## src/rtl/gppc_pkg.sv

```systemverilog
// ----------------------------------------------------------------------------
// GPIO port pin controller package
// Shared constants, command and status codes, and the controller-to-datapath
// command struct.
// ----------------------------------------------------------------------------
package gppc_pkg;

  // Default geometry of the port array.
  localparam int NUM_PORTS_DEF     = 8;
  localparam int PINS_PER_PORT_DEF = 16;

  // Command codes.
  localparam logic [1:0] CMD_CONFIG = 2'd0;
  localparam logic [1:0] CMD_DRIVE  = 2'd1;
  localparam logic [1:0] CMD_READ   = 2'd2;
  localparam logic [1:0] CMD_NONE   = 2'd3;

  // Status codes.
  localparam logic [2:0] ST_OK         = 3'd0;
  localparam logic [2:0] ST_INVALID    = 3'd1;
  localparam logic [2:0] ST_BAD_LEVEL  = 3'd2;
  localparam logic [2:0] ST_NOT_OUTPUT = 3'd3;
  localparam logic [2:0] ST_ALT_MODE   = 3'd4;

  // Pin modes.
  localparam logic [1:0] MODE_INPUT  = 2'd0;
  localparam logic [1:0] MODE_OUTPUT = 2'd1;
  localparam logic [1:0] MODE_ALT    = 2'd2;
  localparam logic [1:0] MODE_ANALOG = 2'd3;

  // Pull and level codes.
  localparam logic [1:0] PULL_MAX    = 2'd2;
  localparam logic [1:0] LEVEL_CLEAR = 2'd0;
  localparam logic [1:0] LEVEL_SET   = 2'd1;
  localparam logic [4:0] ALT_MAX     = 5'd15;

  // Speed limit after reset.
  localparam logic [1:0] MAX_SPEED_RESET = 2'd3;

  // Commands from the controller to the datapath.
  typedef struct packed {
    logic load;  // capture the input word
    logic exec;  // evaluate the captured word and update the pin state
  } ctl_t;

endpackage

```

## src/rtl/gppc_ctrl.sv

```systemverilog
// ----------------------------------------------------------------------------
// GPIO port pin controller sequencer
// Steps each word through capture, execute and result hand-off.
// ----------------------------------------------------------------------------
module gppc_ctrl
  import gppc_pkg::*;
(
  input  logic clk,
  input  logic rst,
  input  logic in_valid,
  output logic in_stall,
  output logic out_valid,
  input  logic out_stall,
  output ctl_t ctl
);

  localparam logic [1:0] S_IDLE = 2'd0;
  localparam logic [1:0] S_EXEC = 2'd1;
  localparam logic [1:0] S_OUT  = 2'd2;

  logic [1:0] state;
  logic [1:0] state_next;

  always_comb begin
    state_next = state;
    unique case (state)
      S_IDLE: begin
        if (in_valid) state_next = S_EXEC;
      end
      S_EXEC: begin
        state_next = S_OUT;
      end
      S_OUT: begin
        if (!out_stall) state_next = S_IDLE;
      end
      default: begin
        state_next = S_IDLE;
      end
    endcase
  end

  always_ff @(posedge clk) begin
    if (rst) begin
      state <= S_IDLE;
    end else begin
      state <= state_next;
    end
  end

  assign in_stall  = (state != S_IDLE);
  assign out_valid = (state == S_OUT);
  assign ctl.load  = in_valid && (state == S_IDLE);
  assign ctl.exec  = (state == S_EXEC);

endmodule

```

## src/rtl/gppc_dp.sv

```systemverilog
// ----------------------------------------------------------------------------
// GPIO port pin controller datapath
// Holds the per-port mode and output level state, checks a captured command
// and produces the registered result word.
// ----------------------------------------------------------------------------
module gppc_dp
  import gppc_pkg::*;
#(
  parameter int NUM_PORTS     = NUM_PORTS_DEF,
  parameter int PINS_PER_PORT = PINS_PER_PORT_DEF
) (
  input  logic        clk,
  input  logic        rst,
  input  ctl_t        ctl,
  input  logic        cfg_write,
  input  logic [1:0]  cfg_data,
  input  logic [1:0]  command,
  input  logic [3:0]  port_number,
  input  logic [15:0] pin_mask,
  input  logic [1:0]  pin_mode,
  input  logic [1:0]  speed_code,
  input  logic [1:0]  pull_code,
  input  logic [4:0]  alt_function,
  input  logic [1:0]  drive_level,
  input  logic [15:0] pad_levels,
  output logic [2:0]  status,
  output logic        pin_level,
  output logic [15:0] port_outputs,
  output logic [7:0]  clock_enables
);

  localparam int PW = (NUM_PORTS > 1) ? $clog2(NUM_PORTS) : 1;

  // Captured input word.
  logic [1:0]  cmd_r;
  logic [3:0]  port_r;
  logic [15:0] mask_r;
  logic [1:0]  mode_r;
  logic [1:0]  speed_r;
  logic [1:0]  pull_r;
  logic [4:0]  alt_r;
  logic [1:0]  level_r;
  logic [15:0] pads_r;

  // Pin state.
  logic [1:0]               mode_q [NUM_PORTS][PINS_PER_PORT];
  logic [PINS_PER_PORT-1:0] lvl_q  [NUM_PORTS];
  logic [NUM_PORTS-1:0]     clk_bits;
  logic [1:0]               max_speed;

  // Execute-stage signals.
  logic [3:0]               port_m1;
  logic [PW-1:0]            pi;
  logic                     port_ok;
  logic                     pin_ok;
  logic [PINS_PER_PORT-1:0] mask_lo;
  logic [1:0]               pin_m;
  logic [PINS_PER_PORT-1:0] lvl_row;
  logic [PINS_PER_PORT-1:0] lvl_row_next;
  logic                     cfg_ok;
  logic                     lvl_set;
  logic                     lvl_clr;
  logic [2:0]               status_next;
  logic                     rd_next;
  logic [NUM_PORTS-1:0]     clk_bits_next;
  logic [15:0]              clk_ext;

  assign port_m1 = port_r - 4'd1;
  assign pi      = port_m1[PW-1:0];
  assign port_ok = (port_r != 4'd0) && ({28'd0, port_r} <= 32'(NUM_PORTS));
  assign pin_ok  = $onehot(mask_r) && ((mask_r >> PINS_PER_PORT) == 16'd0);
  assign mask_lo = mask_r[PINS_PER_PORT-1:0];
  assign lvl_row = port_ok ? lvl_q[pi] : '0;

  // Mode of the selected pin, picked out by the one-hot mask.
  always_comb begin
    pin_m = 2'b00;
    if (port_ok) begin
      for (int i = 0; i < PINS_PER_PORT; i++) begin
        if (mask_lo[i]) pin_m = pin_m | mode_q[pi][i];
      end
    end
  end

  always_comb begin
    status_next = ST_OK;
    rd_next     = 1'b0;
    cfg_ok      = 1'b0;
    lvl_set     = 1'b0;
    lvl_clr     = 1'b0;
    priority if (cmd_r == CMD_NONE || !port_ok || !pin_ok) begin
      status_next = ST_INVALID;
    end else if (cmd_r == CMD_CONFIG) begin
      if (pull_r > PULL_MAX || speed_r > max_speed ||
          (mode_r == MODE_ALT && alt_r > ALT_MAX)) begin
        status_next = ST_INVALID;
      end else begin
        cfg_ok = 1'b1;
      end
    end else if (cmd_r == CMD_DRIVE) begin
      priority if (!pin_m[0]) begin
        status_next = ST_NOT_OUTPUT;
      end else if (level_r == LEVEL_CLEAR) begin
        lvl_clr = 1'b1;
      end else if (level_r == LEVEL_SET) begin
        lvl_set = 1'b1;
      end else begin
        status_next = ST_BAD_LEVEL;
      end
    end else begin
      if (pin_m[1]) begin
        status_next = ST_ALT_MODE;
      end else begin
        rd_next = |(pads_r[PINS_PER_PORT-1:0] & mask_lo);
      end
    end
  end

  always_comb begin
    lvl_row_next = lvl_row;
    if ((cfg_ok && mode_r == MODE_OUTPUT) || lvl_clr) lvl_row_next = lvl_row & ~mask_lo;
    if (lvl_set) lvl_row_next = lvl_row | mask_lo;
  end

  assign clk_bits_next = cfg_ok ? (clk_bits | (NUM_PORTS'(1) << pi)) : clk_bits;
  assign clk_ext       = 16'(clk_bits_next);

  // Input capture and result registers.
  always_ff @(posedge clk) begin
    if (ctl.load) begin
      cmd_r   <= command;
      port_r  <= port_number;
      mask_r  <= pin_mask;
      mode_r  <= pin_mode;
      speed_r <= speed_code;
      pull_r  <= pull_code;
      alt_r   <= alt_function;
      level_r <= drive_level;
      pads_r  <= pad_levels;
    end
    if (ctl.exec) begin
      status        <= status_next;
      pin_level     <= rd_next;
      port_outputs  <= port_ok ? 16'(lvl_row_next) : 16'd0;
      clock_enables <= clk_ext[7:0];
    end
  end

  // Pin state and the speed limit register.
  always_ff @(posedge clk) begin
    if (rst) begin
      for (int p = 0; p < NUM_PORTS; p++) begin
        lvl_q[p] <= '0;
        for (int i = 0; i < PINS_PER_PORT; i++) begin
          mode_q[p][i] <= MODE_ANALOG;
        end
      end
      clk_bits  <= '0;
      max_speed <= MAX_SPEED_RESET;
    end else begin
      if (cfg_write) max_speed <= cfg_data;
      if (ctl.exec) begin
        clk_bits <= clk_bits_next;
        if (port_ok) lvl_q[pi] <= lvl_row_next;
        if (cfg_ok) begin
          for (int i = 0; i < PINS_PER_PORT; i++) begin
            if (mask_lo[i]) mode_q[pi][i] <= mode_r;
          end
        end
      end
    end
  end

endmodule

```

## src/rtl/gpio_port_pin_controller.sv

```systemverilog
// ----------------------------------------------------------------------------
// GPIO port pin controller
// Each word is captured, evaluated in the execute state and its registered
// result offered in the hand-off state; the three-state sequencer takes no new
// word until the result is handed off; a stalled output holds off the next one.
// Reset: synchronous, active high; all pins analog, output levels and port
// clock enables cleared, speed limit set to its largest code.
// ----------------------------------------------------------------------------
//
// The block serves configure, set/clear and read commands on a bank of GPIO
// ports. Each command names one port (numbered from one) and one pin through a
// one-hot mask. A configure command that passes its field checks enables the
// port clock and records the pin mode; a pin switched to output mode has its
// level cleared. A set/clear command drives the level only for pins whose mode
// has its low bit set, and a read returns the pad level unless the mode has
// its high bit set.
//
// Speed, pull and alternate function settings are only checked for range, and
// the drive type is not used, so only the mode and level state is stored here.
//
// The speed limit register is written through cfg_write and cfg_data; the user
// must write it only while no word is in flight; the block does not enforce it.
module gpio_port_pin_controller
  import gppc_pkg::*;
#(
  parameter int NUM_PORTS     = NUM_PORTS_DEF,
  parameter int PINS_PER_PORT = PINS_PER_PORT_DEF
) (
  input  logic        clk,
  input  logic        rst,
  // Configuration port.
  input  logic        cfg_write,
  input  logic [1:0]  cfg_data,
  // Input word.
  input  logic        in_valid,
  output logic        in_stall,
  input  logic [1:0]  command,
  input  logic [3:0]  port_number,
  input  logic [15:0] pin_mask,
  input  logic [1:0]  pin_mode,
  input  logic        drive_type,
  input  logic [1:0]  speed_code,
  input  logic [1:0]  pull_code,
  input  logic [4:0]  alt_function,
  input  logic [1:0]  drive_level,
  input  logic [15:0] pad_levels,
  // Result word.
  output logic        out_valid,
  input  logic        out_stall,
  output logic [2:0]  status,
  output logic        pin_level,
  output logic [15:0] port_outputs,
  output logic [7:0]  clock_enables
);

  ctl_t ctl;

  // The drive type is accepted for every value, so it never changes a result.
  logic drive_type_unused;
  assign drive_type_unused = drive_type;

  gppc_ctrl u_ctrl (
    .clk       (clk),
    .rst       (rst),
    .in_valid  (in_valid),
    .in_stall  (in_stall),
    .out_valid (out_valid),
    .out_stall (out_stall),
    .ctl       (ctl)
  );

  gppc_dp #(
    .NUM_PORTS     (NUM_PORTS),
    .PINS_PER_PORT (PINS_PER_PORT)
  ) u_dp (
    .clk           (clk),
    .rst           (rst),
    .ctl           (ctl),
    .cfg_write     (cfg_write),
    .cfg_data      (cfg_data),
    .command       (command),
    .port_number   (port_number),
    .pin_mask      (pin_mask),
    .pin_mode      (pin_mode),
    .speed_code    (speed_code),
    .pull_code     (pull_code),
    .alt_function  (alt_function),
    .drive_level   (drive_level),
    .pad_levels    (pad_levels),
    .status        (status),
    .pin_level     (pin_level),
    .port_outputs  (port_outputs),
    .clock_enables (clock_enables)
  );

endmodule
```

## config.mk

```make
export PLATFORM = sky130hd
export DESIGN_NAME = gpio_port_pin_controller
export DESIGN_NICKNAME = d
export VERILOG_FILES = /design/src/rtl/gppc_pkg.sv /design/src/rtl/gppc_ctrl.sv /design/src/rtl/gppc_dp.sv /design/src/rtl/gpio_port_pin_controller.sv
export SDC_FILE = /design/constraint.sdc
export NUM_CORES = 1
export LEC_CHECK = 0
export BUFFER_PORTS_ARGS = -buffer_cell sky130_fd_sc_hd__buf_2
export CAP_MARGIN = 20
export CORE_ASPECT_RATIO = 2
export CORE_UTILIZATION = 55
export CTS_CLUSTER_SIZE = 16
export DETAILED_ROUTE_END_ITERATION = 8
export PLACE_DENSITY_LB_ADDON = 0.15
export SETUP_SLACK_MARGIN = 0.5
export SYNTH_ARGS = -nofsm -noshare
export SYNTH_HDL_FRONTEND = slang
export SYNTH_HIERARCHICAL = 1
export SYNTH_SLANG_ARGS = --single-unit
```

## constraint.sdc

```tcl
create_clock -name clk -period 7.3 [get_ports clk]
set_clock_uncertainty 0.15 [all_clocks]
set_input_delay 0.73 -clock clk [delete_from_list [all_inputs] [get_ports clk]]
set_output_delay 0.73 -clock clk [all_outputs]
set_load 0.1 [all_outputs]
```

==> summary by stage <==
Run status
The run finished with clean final reports.

CTS
After clock tree synthesis, the clock-pin slew on the worst setup and hold paths is 0.07 ns. TritonCTS built the clock tree. CTS saw 471 sinks. The TritonCTS buffer count is 41. In this run, post-CTS hold repair placed 0 buffers. Clock latency on the worst-skew pair, taken at its later pin, is 0.55 ns.

The maximum clock path buffer count is 3. The clock tree synthesis step divided the H-tree into 2 levels. The root buffer cell chosen for the clock tree is sky130_fd_sc_hd__clkbuf_16. The count of buffers added by post-CTS timing repair for setup is 0.

Drt
For this run, design rule violations remaining after detail routing come to 0. For this block, the routed nets add up to 59910 microns of wire. The first detailed-routing pass took 6 iterations. The number of routed nets with antenna violations is 0. Across all layers, the routed design uses 15360 vias. The routed length per instance is 23.95 microns. The DRC violation total after the first TritonRoute iteration is 1358. Using the TritonRoute via totals, the vias-per-cell ratio works out to 6.140.

Timing
The count of final setup violators is 0. The count of final max-slew check failures was 0. For the finished layout, the period the worst path requires is 6.487 ns.

The part of the cycle the worst path needs is 88.86%. The number of hold violations in the final report is 0. The pin slew with the least headroom to its limit is 1.127 ns. The timing-limited maximum frequency is 154.2 MHz. In the final timing run, aggregate negative setup slack is 0 ns.

The relative slew slack is 24.72%. Setup repair after global routing left no endpoint under its margin.

Placed design
The count of buffers from port buffering is 83. Counting tap cells, the placed design contains a total of 2432 instances. Detailed placement finished with a half-perimeter wire length of 38960 microns. Routability-driven placement finished with a final weighted congestion of 0.8458.

Cells and area
Excluding fillers, the count of instances in the completed layout stands at 2501. After the last flow step, the layout net total stands at 2031. Relative to the synthesized area, the layout overhead comes to 10.29%. The filler cell count is 3215. The fraction of layout instances using a drive strength above 1 is 15.14%.

Cells fill 61.71% of the core in the end. In the final layout, the multi-input gates occupy 7466 sq um. In the final layout, flip-flops and latches occupy 14020 sq um.

Yosys
Yosys printed 6 warnings. The per-instance average area after synthesis is 11.59 sq um. Yosys mapped the design onto 73 distinct sky130hd cell types. Yosys instantiated no cell more often than sky130_fd_sc_hd__nand2_1.

Among all flip-flop cells after synthesis, the most frequent one is sky130_fd_sc_hd__edfxtp_1. The total standard cell area after synthesis is 22210 sq um. The synthesized design devotes to its leading area cell type 62.06% of total area. When the netlist entered floorplanning its net count stood at 1997. Sequential elements use 63.14% of the synthesized area. The cell count after synthesis is 1916. The post-synthesis async set-or-reset flop share is 0%. The cell taking the most area after synthesis is sky130_fd_sc_hd__edfxtp_1. The number of enable flip-flop cells after synthesis is 459. The synthesis-stage register bit count is 471. In the synthesized netlist, the cells that appear most often are 616 x sky130_fd_sc_hd__nand2_1, 459 x sky130_fd_sc_hd__edfxtp_1, 128 x sky130_fd_sc_hd__a21oi_1, 105 x sky130_fd_sc_hd__nor2_1, 79 x sky130_fd_sc_hd__clkbuf_1. Ranked by total cell area, the synthesized netlist is headed by sky130_fd_sc_hd__edfxtp_1 62%, sky130_fd_sc_hd__nand2_1 10%, sky130_fd_sc_hd__mux4_2 3.9%, sky130_fd_sc_hd__a21oi_1 2.9%, sky130_fd_sc_hd__mux2i_1 2.7%.

Power and ir drop
The internal power of the cells is 4.402 mW. The combinational share of power is 14.4%. Net switching is 26.25% of the power.

For this design the ratio of total power to cell area is 243.7 nW/um^2. The static leakage is 7.908 nW. Of the total power, registers draw 51.0%.

The peak supply drop is 197.2 uV. For this design the total switching power over the nets is 1.567 mW. The fraction of power consumed by the clock network is 34.5%.

Job
Max-cap violations in this run came to 0.

Global route
The number of global-route vias before repair is 15600. The pin count of the biggest net entering global routing is 85. The number of antenna violations at the first check in global routing came to 1. The global routing usage summed across all routing layers is 30.16%. The global-route wire length before repair is 90180 microns. Summed over all layers, the global routing overflow is 0.

Worst setup path
The kind of launch point of the worst setup path is a register. The arrival time reported for the critical path endpoint is 6.63 ns. The classification of the worst setup path is reg -> reg. The worst register-to-register path has a setup slack of 0.81 ns. The sort of element at the end of the critical path is a register. The required time of the worst setup path is 7.44 ns.

The worst-path maximum fanout is 9.

Die
In this run the standard cell core region covers 39690 sq um. The site row count is 103. The die covers 41240 sq um. The height of the die is 286.2 microns. The initial core utilization is 55.95%. The die extent in x is 144.1 microns.

Pin placement for this block handled 89 I/O pins.

Hold path
The tightest min-delay check is of the in -> reg type.
==> power by group through the flow <==
stage / clock network, mW / registers [mW] / logic [mW]
final: 2.06 / 3.05 / 0.861
after global routing: 2.18 / 3.05 / 0.926
after CTS: 2.09 / 3.05 / 0.856
after detailed placement: 0 / 3.11 / 0.853
after global placement: 0 / 3.10 / 0.831
after floorplan: 0 / 3.17 / 0.532
==> worst max-delay path, stage by stage (launching register included) <==
cell and delay, ns:
sky130_fd_sc_hd__edfxtp_1 0.35, sky130_fd_sc_hd__clkinv_1 0.51, sky130_fd_sc_hd__fa_1 0.73, sky130_fd_sc_hd__inv_1 0.05, sky130_fd_sc_hd__fa_1 0.50, sky130_fd_sc_hd__inv_1 0.05, sky130_fd_sc_hd__fa_1 0.43, sky130_fd_sc_hd__inv_1 0.07
sky130_fd_sc_hd__ha_1 0.17, sky130_fd_sc_hd__inv_1 0.07, sky130_fd_sc_hd__fa_1 0.53, sky130_fd_sc_hd__or4bb_1 0.46, sky130_fd_sc_hd__a2111oi_4 0.33, sky130_fd_sc_hd__nor3b_2 0.59, sky130_fd_sc_hd__nand3b_1 0.47, sky130_fd_sc_hd__buf_4 0.38
sky130_fd_sc_hd__nand3_1 0.28, sky130_fd_sc_hd__a21oi_1 0.12
==> cell families after synthesis <==
| kind of cell | share of synthesized area [%] |
|---|---|
| DFF | 63.14 |
| and+or+nand+nor | 15.97 |
| muxes | 7.577 |
| AOI/OAI and AO/OA | 7.808 |
| xor gates and xnor gates | 0.2197 |
| buffers and inverters | 3.707 |
| adders and majority gates | 1.577 |
==> layout make-up <==
type                            count  area share [%]
Sequential cell                   471           57.25
Antenna cell                        1         0.01022
Multi-Input combinational cell   1250           30.48
Tap cell                          525           2.682
Timing Repair Buffer              145           4.005
Clock buffer                       55           4.485
Inverter                           41          0.6385
Clock inverter                     13          0.4495
==> flip-flops by register name (all words and copies together), names as in the netlist <==
signal,count
u_dp/pull_r,2
u_dp/port_r,4
u_dp/status,3
u_dp/pads_r,16
u_dp/clk_bits,8
u_dp/port_outputs,16
u_dp/mask_lo,16
u_dp/alt_r,1
u_dp/mode_r,2
u_dp/level_r,2
u_ctrl/state,2
u_dp/speed_r,2
u_dp/max_speed,2
u_dp/mode_q,256
u_dp/cmd_r,2
u_dp/lvl_q,128
u_dp/clock_enables,8
u_dp/pin_level,1
==> repair_timing <==
action                                 in CTS  in global routing
setup endpoints to repair                   0                  2
endpoints found under the hold margin       0                  0
resized for setup                           0                  1
==> stage by stage <==
stage	power (mW)	hold slack (ns)	area, sq um	worst slack (ns)
6_report	5.969	0.2061	24490	0.8132
5_1_grt	6.155	0.1937	24490	0.5648
4_1_cts	5.995	0.1927	24480	0.8084
3_5_place_dp	3.959	0.3114	23280	0.8205
3_3_place_gp	3.934	0.3007	23280	0.8815
2_1_floorplan	3.697	0.2886	22210	1.554
==> metal layers <==
layer  up-vias  wire (microns)  track usage [%]
met2       705           32000            54.48
met3       200            3874            3.487
met1      7560           20150            33.30
li1       6892               -                -
met4         0            3884            18.46
met5         -               0                0
==> placed cells by master, fill, tap and decap left out, drive strengths merged, types with 23 or more instances in the layout <==
cell type,Yosys,final
edfxtp,459,459
mux2i,62,62
nor3,23,23
inv,38,39
nand2,620,620
nand3,44,44
mux4,38,38
buf,75,145
nor2,105,105
clkbuf,79,55
a21oi,135,135
==> path summary, 6_finish.rpt <==
check | depth (start not counted) | startpoint | to
max | 17 | u_dp/mask_lo[12] | u_dp/lvl_q[0][7]
min | 1 | pull_code[0] | u_dp/pull_r[0]
max reg2reg | 17 | u_dp/mask_lo[12] | u_dp/lvl_q[0][7]
min reg2reg | 2 | u_dp/clk_bits[4] | u_dp/clk_bits[4]
(Power assumes the default switching activity.)
